<file path="src/hw/rtl/pms_pkg.sv">
// Shared types, codes and constants of the position move supervisor.
`timescale 1ns / 1ps

package pms_pkg;

    // Width of the shared add/subtract unit: covers 33-bit errors plus margin with sign.
    localparam int ALU_W = 35;

    localparam int MOTOR_W  = 8;
    localparam int FIELD_W  = 32;
    localparam int SPEED_W  = 16;
    localparam int LIMIT_W  = 31;
    localparam int MSPEED_W = 15;
    localparam int TIME_W   = 16;

    // Input tdata layout, lowest bit first.
    localparam int IN_MOTOR_LSB  = 0;
    localparam int IN_TARGET_LSB = 8;
    localparam int IN_TOL_LSB    = 40;
    localparam int IN_SPEED_LSB  = 72;
    localparam int IN_POS_LSB    = 88;
    localparam int IN_NOW_LSB    = 120;
    localparam int IN_DATA_W     = 152;

    localparam int OUT_FIELDS_W = 26;
    localparam int OUT_DATA_W   = 32;

    typedef enum logic [2:0] {
        OP_START  = 3'd0,
        OP_STOP   = 3'd1,
        OP_UPDATE = 3'd2,
        OP_SPEED  = 3'd3,
        OP_RESET  = 3'd4
    } op_t;

    localparam logic [1:0] ACT_NONE  = 2'd0;
    localparam logic [1:0] ACT_DRIVE = 2'd1;
    localparam logic [1:0] ACT_STOP  = 2'd2;
    localparam logic [1:0] ACT_RESET = 2'd3;

    localparam logic [2:0] ST_OK      = 3'd0;
    localparam logic [2:0] ST_IGNORED = 3'd1;
    localparam logic [2:0] ST_HOLD    = 3'd2;
    localparam logic [2:0] ST_LIMIT   = 3'd3;
    localparam logic [2:0] ST_ABORT   = 3'd4;
    localparam logic [2:0] ST_IDLE    = 3'd5;

    localparam logic [2:0] CFG_ODD_MAX  = 3'd0;
    localparam logic [2:0] CFG_EVEN_MAX = 3'd1;
    localparam logic [2:0] CFG_MSPEED   = 3'd2;
    localparam logic [2:0] CFG_TIMEOUT  = 3'd3;
    localparam logic [2:0] CFG_MARGIN   = 3'd4;

    localparam logic [LIMIT_W-1:0]  RST_ODD_MAX  = 31'd3000;
    localparam logic [LIMIT_W-1:0]  RST_EVEN_MAX = 31'd3500;
    localparam logic [MSPEED_W-1:0] RST_MSPEED   = 15'd170;
    localparam logic [TIME_W-1:0]   RST_TIMEOUT  = 16'd150;
    localparam logic [TIME_W-1:0]   RST_MARGIN   = 16'd10;

    localparam logic [FIELD_W-1:0] BEST_INIT = 32'h7fff_ffff;

    // One result beat before packing.
    typedef struct packed {
        logic        limits_on;
        logic        move_active;
        logic [2:0]  status;
        logic [15:0] drive_speed;
        logic [1:0]  action;
        logic [2:0]  motor_out;
    } result_t;

endpackage

</file>
<file path="src/hw/rtl/pms_alu.sv">
// Shared add/subtract unit used by every arithmetic step of the sequencer.
`timescale 1ns / 1ps

module pms_alu (
    input  logic signed [pms_pkg::ALU_W-1:0] a,
    input  logic signed [pms_pkg::ALU_W-1:0] b,
    input  logic                             sub,
    output logic signed [pms_pkg::ALU_W-1:0] y
);

    logic [pms_pkg::ALU_W-1:0] b_eff;

    always_comb begin
        b_eff = sub ? ~b : b;
        y     = a + $signed(b_eff) + $signed({{(pms_pkg::ALU_W-1){1'b0}}, sub});
    end

endmodule

</file>
<file path="src/hw/rtl/position_move_supervisor.sv">
// Top level of the position move supervisor: sequencer, motor state and ports.
`timescale 1ns / 1ps
// Stop, reset encoder and ignored items go from capture straight to the final step; start move
// and set speed pass the limit step first; an update walks eight steps through the
// single shared add/subtract unit. The final step waits while the output register is full
// and not taken. The input is not ready while an item is in work.
// Reset (aresetn low, synchronous) clears all moves, turns travel limits off, loads the
// register defaults and empties the output register.

module position_move_supervisor #(
    parameter int NUM_MOTORS = 4,
    parameter int POS_WIDTH  = 32
) (
    input  logic                              aclk,
    input  logic                              aresetn,
    // Input channel
    input  logic                              s_tvalid,
    output logic                              s_tready,
    // tdata: motor_id[7:0], target[39:8], tolerance[71:40], speed[87:72],
    //        position[119:88], now_ms[151:120]
    input  logic [pms_pkg::IN_DATA_W-1:0]     s_tdata,
    // tuser: operation[2:0]
    input  logic [2:0]                        s_tuser,
    // Result channel
    output logic                              m_tvalid,
    input  logic                              m_tready,
    // tdata: motor_out[2:0], action[4:3], drive_speed[20:5], status[23:21],
    //        move_active[24], limits_on[25], zero fill[31:26]
    output logic [pms_pkg::OUT_DATA_W-1:0]    m_tdata,
    // Configuration write channel
    input  logic                              cfg_valid,
    output logic                              cfg_ready,
    input  logic [2:0]                        cfg_index,
    input  logic [31:0]                       cfg_data
);

    localparam int IW = (NUM_MOTORS > 1) ? $clog2(NUM_MOTORS) : 1;
    localparam int AW = pms_pkg::ALU_W;

    // Sequencer steps; an update visits all of them in order.
    typedef enum logic [3:0] {
        S_IDLE, S_ERR, S_ABS, S_BAND, S_LIM, S_MADD, S_PCMP, S_TSUB, S_TCMP, S_FIN
    } state_t;

    state_t state_reg, state_next;

    // Configuration registers
    logic [pms_pkg::LIMIT_W-1:0]  odd_max_reg, even_max_reg;
    logic [pms_pkg::MSPEED_W-1:0] mspeed_reg;
    logic [pms_pkg::TIME_W-1:0]   timeout_reg, margin_reg;

    // Per-motor move state
    logic                          move_on_reg [NUM_MOTORS];
    logic signed [POS_WIDTH-1:0]   goal_reg    [NUM_MOTORS];
    logic [pms_pkg::LIMIT_W-1:0]   band_reg    [NUM_MOTORS];
    logic [pms_pkg::FIELD_W-1:0]   best_reg    [NUM_MOTORS];
    logic                          nobest_reg  [NUM_MOTORS];
    logic [pms_pkg::FIELD_W-1:0]   stamp_reg   [NUM_MOTORS];
    logic                          limits_reg;

    // Item under work
    pms_pkg::op_t                  op_reg;
    logic [pms_pkg::MOTOR_W-1:0]   motor_reg;
    logic                          valid_reg;
    logic [IW-1:0]                 idx_reg;
    logic signed [POS_WIDTH-1:0]   target_reg, pos_reg;
    logic signed [31:0]            tol_reg;
    logic signed [15:0]            speed_reg;
    logic [31:0]                   now_reg;

    // Step results
    logic signed [32:0]            err_reg;
    logic [32:0]                   aerr_reg;
    logic [33:0]                   sum_reg;
    logic [31:0]                   elapsed_reg;
    logic                          in_band_reg, ge_reg, gt_reg, less_reg, tout_reg;

    // Output register
    logic                          m_tvalid_reg;
    pms_pkg::result_t              out_reg;

    // Input decode
    logic [pms_pkg::MOTOR_W-1:0]   in_motor;
    logic                          in_valid;
    pms_pkg::op_t                  in_op;
    logic                          accept;

    assign in_motor = s_tdata[pms_pkg::IN_MOTOR_LSB +: pms_pkg::MOTOR_W];
    assign in_valid = (in_motor != '0) && (in_motor <= pms_pkg::MOTOR_W'(NUM_MOTORS));
    assign in_op    = pms_pkg::op_t'(s_tuser);
    assign s_tready = (state_reg == S_IDLE);
    assign accept   = s_tvalid && s_tready;
    assign cfg_ready = 1'b1;

    // Current motor entry and its upper travel limit
    logic                          cur_move, cur_nobest;
    logic signed [POS_WIDTH-1:0]   cur_goal;
    logic [pms_pkg::LIMIT_W-1:0]   cur_band, hi;
    logic [31:0]                   cur_best, cur_stamp;

    always_comb begin
        cur_move   = move_on_reg[idx_reg];
        cur_goal   = goal_reg[idx_reg];
        cur_band   = band_reg[idx_reg];
        cur_best   = best_reg[idx_reg];
        cur_nobest = nobest_reg[idx_reg];
        cur_stamp  = stamp_reg[idx_reg];
        hi         = motor_reg[0] ? odd_max_reg : even_max_reg;
    end

    // Shared unit operand select
    logic signed [AW-1:0] alu_a, alu_b, alu_y;
    logic                 alu_sub;

    always_comb begin
        alu_a   = '0;
        alu_b   = '0;
        alu_sub = 1'b1;
        case (state_reg)
            S_ERR: begin
                alu_a = {{(AW-POS_WIDTH){cur_goal[POS_WIDTH-1]}}, cur_goal};
                alu_b = {{(AW-POS_WIDTH){pos_reg[POS_WIDTH-1]}}, pos_reg};
            end
            S_ABS: begin
                alu_b = {{(AW-33){err_reg[32]}}, err_reg};
            end
            S_BAND: begin
                alu_a = {{(AW-pms_pkg::LIMIT_W){1'b0}}, cur_band};
                alu_b = {{(AW-33){1'b0}}, aerr_reg};
            end
            S_LIM: begin
                alu_a = (op_reg == pms_pkg::OP_START)
                      ? {{(AW-POS_WIDTH){target_reg[POS_WIDTH-1]}}, target_reg}
                      : {{(AW-POS_WIDTH){pos_reg[POS_WIDTH-1]}}, pos_reg};
                alu_b = {{(AW-pms_pkg::LIMIT_W){1'b0}}, hi};
            end
            S_MADD: begin
                alu_a   = {{(AW-33){1'b0}}, aerr_reg};
                alu_b   = {{(AW-pms_pkg::TIME_W){1'b0}}, margin_reg};
                alu_sub = 1'b0;
            end
            S_PCMP: begin
                alu_a = {{(AW-34){1'b0}}, sum_reg};
                alu_b = {{(AW-32){1'b0}}, cur_best};
            end
            S_TSUB: begin
                alu_a = {{(AW-32){1'b0}}, now_reg};
                alu_b = {{(AW-32){1'b0}}, cur_stamp};
            end
            S_TCMP: begin
                alu_a = {{(AW-32){1'b0}}, elapsed_reg};
                alu_b = {{(AW-pms_pkg::TIME_W){1'b0}}, timeout_reg};
            end
            default: begin
                alu_sub = 1'b1;
            end
        endcase
    end

    pms_alu u_alu (
        .a   (alu_a),
        .b   (alu_b),
        .sub (alu_sub),
        .y   (alu_y)
    );

    // Final decision of one item: result beat and state writes
    pms_pkg::result_t              res;
    logic                          clr_all, clr_one, start_wr, prog_wr, lim_set;
    logic signed [POS_WIDTH-1:0]   new_goal;
    logic [31:0]                   stored_err;
    logic                          err_pos, pos_le0, toward;
    logic [15:0]                   move_drive;

    always_comb begin
        res        = '0;
        res.status = pms_pkg::ST_IGNORED;
        res.action = pms_pkg::ACT_NONE;
        clr_all    = 1'b0;
        clr_one    = 1'b0;
        start_wr   = 1'b0;
        prog_wr    = 1'b0;
        lim_set    = 1'b0;
        toward     = 1'b0;
        new_goal   = target_reg;
        stored_err = aerr_reg[32] ? 32'hffff_ffff : aerr_reg[31:0];
        err_pos    = !err_reg[32] && (err_reg != '0);
        pos_le0    = pos_reg[POS_WIDTH-1] || (pos_reg == '0);
        move_drive = err_pos ? -{1'b0, mspeed_reg} : {1'b0, mspeed_reg};

        if (limits_reg && gt_reg) begin
            new_goal = POS_WIDTH'(hi);
        end else if (limits_reg && target_reg[POS_WIDTH-1]) begin
            new_goal = '0;
        end

        case (op_reg)
            pms_pkg::OP_START: begin
                if (valid_reg && !tol_reg[31]) begin
                    start_wr        = 1'b1;
                    res.motor_out   = motor_reg[2:0];
                    res.status      = pms_pkg::ST_OK;
                    res.move_active = 1'b1;
                end
            end
            pms_pkg::OP_STOP, pms_pkg::OP_RESET: begin
                if (motor_reg == '0 || valid_reg) begin
                    clr_all       = (motor_reg == '0);
                    clr_one       = (motor_reg != '0);
                    lim_set       = (op_reg == pms_pkg::OP_RESET);
                    res.motor_out = motor_reg[2:0];
                    res.action    = (op_reg == pms_pkg::OP_RESET) ? pms_pkg::ACT_RESET
                                                                   : pms_pkg::ACT_STOP;
                    res.status    = pms_pkg::ST_OK;
                end
            end
            pms_pkg::OP_SPEED: begin
                if (valid_reg) begin
                    clr_one       = 1'b1;
                    res.motor_out = motor_reg[2:0];
                    toward = limits_reg &&
                             ((!speed_reg[15] && speed_reg != '0 && ge_reg) ||
                              (speed_reg[15] && pos_le0));
                    if (toward) begin
                        res.action = pms_pkg::ACT_STOP;
                        res.status = pms_pkg::ST_LIMIT;
                    end else begin
                        // Inverted mounting; the most negative speed saturates
                        res.drive_speed = (speed_reg == 16'sh8000) ? 16'h7fff : -speed_reg;
                        res.action      = pms_pkg::ACT_DRIVE;
                        res.status      = pms_pkg::ST_OK;
                    end
                end
            end
            pms_pkg::OP_UPDATE: begin
                if (valid_reg) begin
                    res.motor_out = motor_reg[2:0];
                    toward = limits_reg && ((err_pos && ge_reg) || (!err_pos && pos_le0));
                    if (!cur_move) begin
                        res.status = pms_pkg::ST_IDLE;
                    end else if (in_band_reg) begin
                        prog_wr         = 1'b1;
                        res.action      = pms_pkg::ACT_STOP;
                        res.status      = pms_pkg::ST_HOLD;
                        res.move_active = 1'b1;
                    end else if (toward) begin
                        clr_one    = 1'b1;
                        res.action = pms_pkg::ACT_STOP;
                        res.status = pms_pkg::ST_LIMIT;
                    end else if (cur_nobest || less_reg) begin
                        prog_wr         = 1'b1;
                        res.drive_speed = move_drive;
                        res.action      = pms_pkg::ACT_DRIVE;
                        res.status      = pms_pkg::ST_OK;
                        res.move_active = 1'b1;
                    end else if (tout_reg) begin
                        clr_one    = 1'b1;
                        res.action = pms_pkg::ACT_STOP;
                        res.status = pms_pkg::ST_ABORT;
                    end else begin
                        res.drive_speed = move_drive;
                        res.action      = pms_pkg::ACT_DRIVE;
                        res.status      = pms_pkg::ST_OK;
                        res.move_active = 1'b1;
                    end
                end
            end
            default: begin
                res.status = pms_pkg::ST_IGNORED;
            end
        endcase
        res.limits_on = limits_reg || lim_set;
    end

    logic fin_go;
    assign fin_go = (state_reg == S_FIN) && (!m_tvalid_reg || m_tready);

    // Next step of the sequencer
    always_comb begin
        state_next = state_reg;
        case (state_reg)
            S_IDLE: begin
                if (accept) begin
                    if (in_valid && in_op == pms_pkg::OP_UPDATE) begin
                        state_next = S_ERR;
                    end else if (in_valid && (in_op == pms_pkg::OP_SPEED ||
                               (in_op == pms_pkg::OP_START &&
                                !s_tdata[pms_pkg::IN_TOL_LSB + 31]))) begin
                        state_next = S_LIM;
                    end else begin
                        state_next = S_FIN;
                    end
                end
            end
            S_ERR:  state_next = S_ABS;
            S_ABS:  state_next = S_BAND;
            S_BAND: state_next = S_LIM;
            S_LIM:  state_next = (op_reg == pms_pkg::OP_UPDATE) ? S_MADD : S_FIN;
            S_MADD: state_next = S_PCMP;
            S_PCMP: state_next = S_TSUB;
            S_TSUB: state_next = S_TCMP;
            S_TCMP: state_next = S_FIN;
            S_FIN: begin
                if (fin_go) begin
                    state_next = S_IDLE;
                end
            end
            default: state_next = S_IDLE;
        endcase
    end

    // Sequencer, item capture, step results and output register
    always_ff @(posedge aclk) begin
        if (!aresetn) begin
            state_reg    <= S_IDLE;
            m_tvalid_reg <= 1'b0;
        end else begin
            state_reg <= state_next;
            if (fin_go) begin
                m_tvalid_reg <= 1'b1;
            end else if (m_tready) begin
                m_tvalid_reg <= 1'b0;
            end
        end

        if (accept) begin
            op_reg     <= in_op;
            motor_reg  <= in_motor;
            valid_reg  <= in_valid;
            idx_reg    <= IW'(in_motor - 8'd1);
            target_reg <= s_tdata[pms_pkg::IN_TARGET_LSB +: POS_WIDTH];
            tol_reg    <= s_tdata[pms_pkg::IN_TOL_LSB +: 32];
            speed_reg  <= s_tdata[pms_pkg::IN_SPEED_LSB +: 16];
            pos_reg    <= s_tdata[pms_pkg::IN_POS_LSB +: POS_WIDTH];
            now_reg    <= s_tdata[pms_pkg::IN_NOW_LSB +: 32];
        end

        case (state_reg)
            S_ERR:  err_reg     <= alu_y[32:0];
            S_ABS:  aerr_reg    <= err_reg[32] ? alu_y[32:0] : err_reg;
            S_BAND: in_band_reg <= !alu_y[AW-1];
            S_LIM: begin
                ge_reg <= !alu_y[AW-1];
                gt_reg <= !alu_y[AW-1] && (alu_y != '0);
            end
            S_MADD: sum_reg     <= alu_y[33:0];
            S_PCMP: less_reg    <= alu_y[AW-1];
            S_TSUB: elapsed_reg <= alu_y[31:0];
            S_TCMP: tout_reg    <= !alu_y[AW-1];
            default: begin
            end
        endcase

        if (fin_go) begin
            out_reg <= res;
        end
    end

    // Configuration registers and motor state
    always_ff @(posedge aclk) begin
        if (!aresetn) begin
            odd_max_reg  <= pms_pkg::RST_ODD_MAX;
            even_max_reg <= pms_pkg::RST_EVEN_MAX;
            mspeed_reg   <= pms_pkg::RST_MSPEED;
            timeout_reg  <= pms_pkg::RST_TIMEOUT;
            margin_reg   <= pms_pkg::RST_MARGIN;
            limits_reg   <= 1'b0;
            for (int i = 0; i < NUM_MOTORS; i++) begin
                move_on_reg[i] <= 1'b0;
                goal_reg[i]    <= '0;
                band_reg[i]    <= '0;
                best_reg[i]    <= '0;
                nobest_reg[i]  <= 1'b0;
                stamp_reg[i]   <= '0;
            end
        end else begin
            if (cfg_valid && cfg_ready) begin
                case (cfg_index)
                    pms_pkg::CFG_ODD_MAX:  odd_max_reg  <= cfg_data[30:0];
                    pms_pkg::CFG_EVEN_MAX: even_max_reg <= cfg_data[30:0];
                    pms_pkg::CFG_MSPEED:   mspeed_reg   <= cfg_data[14:0];
                    pms_pkg::CFG_TIMEOUT:  timeout_reg  <= cfg_data[15:0];
                    pms_pkg::CFG_MARGIN:   margin_reg   <= cfg_data[15:0];
                    default: begin
                    end
                endcase
            end
            if (fin_go && lim_set) begin
                limits_reg <= 1'b1;
            end
            for (int i = 0; i < NUM_MOTORS; i++) begin
                if (fin_go && (clr_all || (clr_one && idx_reg == IW'(i)))) begin
                    move_on_reg[i] <= 1'b0;
                    goal_reg[i]    <= '0;
                    band_reg[i]    <= '0;
                    best_reg[i]    <= '0;
                    nobest_reg[i]  <= 1'b0;
                    stamp_reg[i]   <= '0;
                end else if (fin_go && start_wr && idx_reg == IW'(i)) begin
                    move_on_reg[i] <= 1'b1;
                    goal_reg[i]    <= new_goal;
                    band_reg[i]    <= tol_reg[30:0];
                    best_reg[i]    <= pms_pkg::BEST_INIT;
                    nobest_reg[i]  <= 1'b1;
                    stamp_reg[i]   <= now_reg;
                end else if (fin_go && prog_wr && idx_reg == IW'(i)) begin
                    best_reg[i]    <= stored_err;
                    nobest_reg[i]  <= 1'b0;
                    stamp_reg[i]   <= now_reg;
                end
            end
        end
    end

    assign m_tvalid = m_tvalid_reg;
    assign m_tdata  = {{(pms_pkg::OUT_DATA_W-pms_pkg::OUT_FIELDS_W){1'b0}}, out_reg};

    // A result beat only appears after the final step of an item
    a_result_from_fin: assert property (@(posedge aclk) disable iff (!aresetn)
        $rose(m_tvalid) |-> $past(state_reg == S_FIN))
        else $error("result beat without a finished item");

    // One item at a time: the input closes right after a beat is taken
    a_one_item: assert property (@(posedge aclk) disable iff (!aresetn)
        s_tvalid && s_tready |=> !s_tready)
        else $error("input still open after accepting an item");

    // Drive value is zero unless the action is a drive
    a_drive_zero: assert property (@(posedge aclk) disable iff (!aresetn)
        m_tvalid && (m_tdata[4:3] != pms_pkg::ACT_DRIVE) |-> (m_tdata[20:5] == '0))
        else $error("drive value on a non-drive result");

    // Ignored items name no motor and take no action
    a_ignored_quiet: assert property (@(posedge aclk) disable iff (!aresetn)
        m_tvalid && (m_tdata[23:21] == pms_pkg::ST_IGNORED) |->
            (m_tdata[2:0] == '0) && (m_tdata[4:3] == pms_pkg::ACT_NONE) && !m_tdata[24])
        else $error("ignored item produced an action");

endmodule
</file>
<file path="config.mk">
export PLATFORM = sky130hd
export DESIGN_NAME = position_move_supervisor
export DESIGN_NICKNAME = d
export VERILOG_FILES = /design/src/hw/rtl/pms_pkg.sv /design/src/hw/rtl/pms_alu.sv /design/src/hw/rtl/position_move_supervisor.sv
export SDC_FILE = /design/constraint.sdc
export NUM_CORES = 2
export LEC_CHECK = 0
export ABC_AREA = 1
export BUFFER_PORTS_ARGS = -buffer_cell sky130_fd_sc_hd__buf_2
export CAP_MARGIN = 30
export CORE_MARGIN = 10
export CORE_UTILIZATION = 55
export DETAILED_ROUTE_END_ITERATION = 8
export PLACE_DENSITY = 0.73
export SETUP_SLACK_MARGIN = 0.4
export SLEW_MARGIN = 20
export SYNTH_ARGS = -nofsm -noshare
export SYNTH_HDL_FRONTEND = slang
export SYNTH_SLANG_ARGS = --single-unit
</file>
<file path="constraint.sdc">
create_clock -name aclk -period 6.76 [get_ports aclk]
set_input_delay 0.338 -clock aclk [delete_from_list [all_inputs] [get_ports aclk]]
set_output_delay 0.338 -clock aclk [all_outputs]
set_load 0.1 [all_outputs]
</file>
==> reports/qor.yml <==
detailed_routing:
  drtIter0Drc: 5120
  antenna_left: 0
  drt_pass1_iterations: 8
  wirelength_um: 148000
  via_per_inst: 6.16
  avgRoutedWirePerCell_um: 25.1
  vias: 36300
  drc: 0
finish:
  nFillCells: 6205
  final_core_util: 0.648
  nets: 4998
  syn_to_final_growth_pct: 16.6
  drive_gt1_frac: 0.113
power_and_ir_drop:
  netSwitchingPower_uw: 9830
  p_int_uw: 13600
  p_leak_uw: 0.0204
  switching_share: 0.420
  p_comb_frac: 0.408
  power_frac_seq: 0.355
  cellPowerDensity_mw_per_mm2: 457
  power.share.clock: 0.237
  peakVddDrop_uv: 295
sta:
  fin_crit_ns: 5.53
  finalSetupTns_ns: 0
  setup_violations: 0
  fmax_mhz: 181
  finClkSkew_ns: 0.0246
  post-route-period-util: 0.817
  hold_viol: 0
  rsz0062_at_grt: "no"
  slew_violations: 0
  max_slew_margin: 0.295
  tightest_slew_ns: 1.05
clock_network:
  cts-root-buf: "clkbuf_16"
  cts_htree_levels: 3
  cts.sinks: 954
  clk_pin_slew_worst_paths_ns: 0.07
  cts_buffer_depth: 3
  cts_setup_buffers: 0
  worstSkewPairLatency_ns: 0.69
  cts_tree: "yes"
  cts_buffers: 99
global_route:
  grt.met2_usage: 0.502
  met1_usage: 0.392
  grt_max_degree: 161
  grt_pass1_vias: 34600
  grt_pass1_wl_um: 217000
  top_usage_layer: "met2"
  antenna_found_initial: 5
  use_met3: 0.0529
  grt_util_all_layers: 0.315
  grt_overflow_total: 0
yosys:
  synthMostInstantiatedCell: "nor2_1"
  seq_area_frac_synth: 0.625
  yosys.area.top_type: "edfxtp_1"
  syn_area_mm2: 0.0439
  synthTopCellsByArea: "edfxtp_1 (57%), nor2_1 (7.6%), o21ai_0 (6.2%)"
  netlist_instances: 4441
  synth-main-ff-cell: "edfxtp_1"
  ys_seq_elements: 954
  synth_edf_count: 831
  yosys-top-cells-count: "nor2_1 (886), edfxtp_1 (831), nand2_1 (599)"
  ys_types: 61
  synth_top_area_frac: 0.569
  synth.avg_cell_area_um2: 9.88
  synth_warnings: 0
  synthArstFlopShare: 0
critical_path:
  timing.rr.start: "state_reg[1]$_SDFFE_PN0P_"
  crit_chain: "nor2_1 -> nand2_1 -> inv_1 -> buf_4 -> nand2_1 -> o21ai_0 -> a221oi_1 -> o2111ai_1 -> ha_1 -> nand2_1 -> nand2_1 -> inv_1 -> nand2_1 -> nand2_1 -> nand3_1 -> nand3_1 -> nand3_1 -> a21oi_1 -> o21ai_1 -> a21oi_1 -> o21bai_1 -> xnor2_1 -> buf_4 -> inv_1"
  r2r_cells: 24
  worst_r2r_endpoint: "in_band_reg$_DFFE_PN_"
  crit_path_top_delay_cell: "a221oi_1"
  critPathKind: "flop to flop"
  crit_top_cell: "nand2_1"
  required_ns: 7.20
  max_stage_delay_ns: 0.73
  endpoint_kind: "flop"
  critPathMaxFanout: 39
  r2r_slack_ns: 1.23
  worst_setup_path_start_kind: "flop"
  arrival_ns: 5.96
min_path:
  hp-class: "input pin to flop"
  worstHoldEndpoint: "odd_max_reg[15]$_SDFFE_PN0P_"
  worstHoldStart: "cfg_data[15]"
  hold_depth: 3
placement:
  place_congestion: 1.04
  portBuffers: 221
  dp_hpwl_um: 95800
die:
  start_util: 0.556
  rows: 103
  die_x_um: 302
  core_mm2: 0.0790
  dieArea_mm2: 0.0915
  die_h_um: 302
  io_pins: 230
outcome:
  run_status: "complete, no violations"
flow_run:
  timing.max_cap.violations: 0
==> critical path: cells and delay by family, from the launching register on <==
kind	cells	cell delay [ns]
AND/OR/NAND/NOR	10	1.42
adder cells (fa/ha/maj)	1	0.42
AO/OA/AOI/OAI	7	1.85
buffers and inverters	5	0.86
XOR/XNOR	1	0.20
flip-flops	1	0.49
==> stage by stage <==
stage | worst slack [ns] | area [µm²] | total power [µW] | hold WS (ns) | cells
2_1_floorplan | 0.877 | 43900 | 14300 | 0.424 | 4446
3_3_place_gp | 1.63 | 46000 | 17400 | 0.434 | 5532
3_5_place_dp | 1.58 | 46100 | 17500 | 0.439 | 5535
4_1_cts | 1.53 | 51100 | 23100 | 0.00119 | 5897
5_1_grt | 0.908 | 51200 | 24400 | 0.00883 | 5901
6_report | 1.23 | 51200 | 23400 | 0.0239 | 5902
==> cells in the final DEF, fill, tap and decap left out, types with 8 or more instances in the layout <==
cell	n
ha_1	36
a22oi_1	17
a221oi_1	44
dlygate4sd3_1	177
inv_2	17
bufinv_16	8
nand2_2	14
nor2_1	883
xor2_1	18
dfxtp_1	121
a31oi_1	13
o2111ai_1	22
buf_4	84
xnor2_1	14
nor4_1	10
clkinv_2	22
o211ai_1	11
edfxtp_1	831
a21oi_1	179
nand2_1	595
o22ai_1	132
o21ai_1	22
o21ai_0	543
nor2_2	9
buf_2	222
a221o_1	31
nor3_1	17
nand3_2	9
clkbuf_16	103
inv_1	323
clkinv_1	17
a211oi_1	15
nand3_1	107
clkbuf_1	25
nand3b_1	12
nand4_1	37
==> how the worst max path moves through the flow <==
stage,from,to,cells past startpoint
4_1_cts,motor_reg[0]$_DFFE_PP_,gt_reg$_DFFE_PP_,26
6_report,state_reg[1]$_SDFFE_PN0P_,in_band_reg$_DFFE_PN_,24
3_3_place_gp,motor_reg[0]$_DFFE_PP_,gt_reg$_DFFE_PP_,26
3_5_place_dp,motor_reg[0]$_DFFE_PP_,gt_reg$_DFFE_PP_,26
2_1_floorplan,state_reg[3]$_SDFFE_PN0P_,idx_reg[0]$_DFFE_PP_,5
5_1_grt,state_reg[1]$_SDFFE_PN0P_,in_band_reg$_DFFE_PN_,24
==> per-layer routing <==
metal / up-vias / routed length [µm]
li1: 16200 / -
met1: 17200 / 52500
met2: 2463 / 68700
met3: 518 / 15200
met4: 2 / 11600
met5: - / 10
==> power by group through the flow <==
stage	clock network, µW	logic [µW]	registers [µW]
after floorplan	0	6060	8290
after global placement	0	8990	8380
after detailed placement	0	9120	8400
after CTS	5540	9250	8280
after global routing	5770	10300	8340
final	5550	9540	8300
==> layout make-up <==
type,count,area [µm²],area share
Antenna cell,2,5.00,0.0000978
Clock buffer,132,2730,0.0533
Clock inverter,53,548,0.0107
Inverter,350,1330,0.0260
Multi-Input combinational cell,2869,14100,0.276
Sequential cell,954,27400,0.536
Tap cell,1050,1310,0.0257
Timing Repair Buffer,492,3720,0.0726
==> logic make-up after synthesis <==
kind of cell	synth area share
adders and majority gates	0.0107
DFF	0.625
AOI/OAI and AO/OA	0.143
other	0.000171
xor gates and xnor gates	0.00676
buffers and inverters	0.0564
and+or+nand+nor	0.159
==> repair_timing <==
item,4_1_cts,5_1_grt
hold buffers,177,0
resized for setup,0,0
setup endpoints to repair,0,0
hold endpoints to repair,208,0
Note: power is estimated with default switching activity, not from simulation.
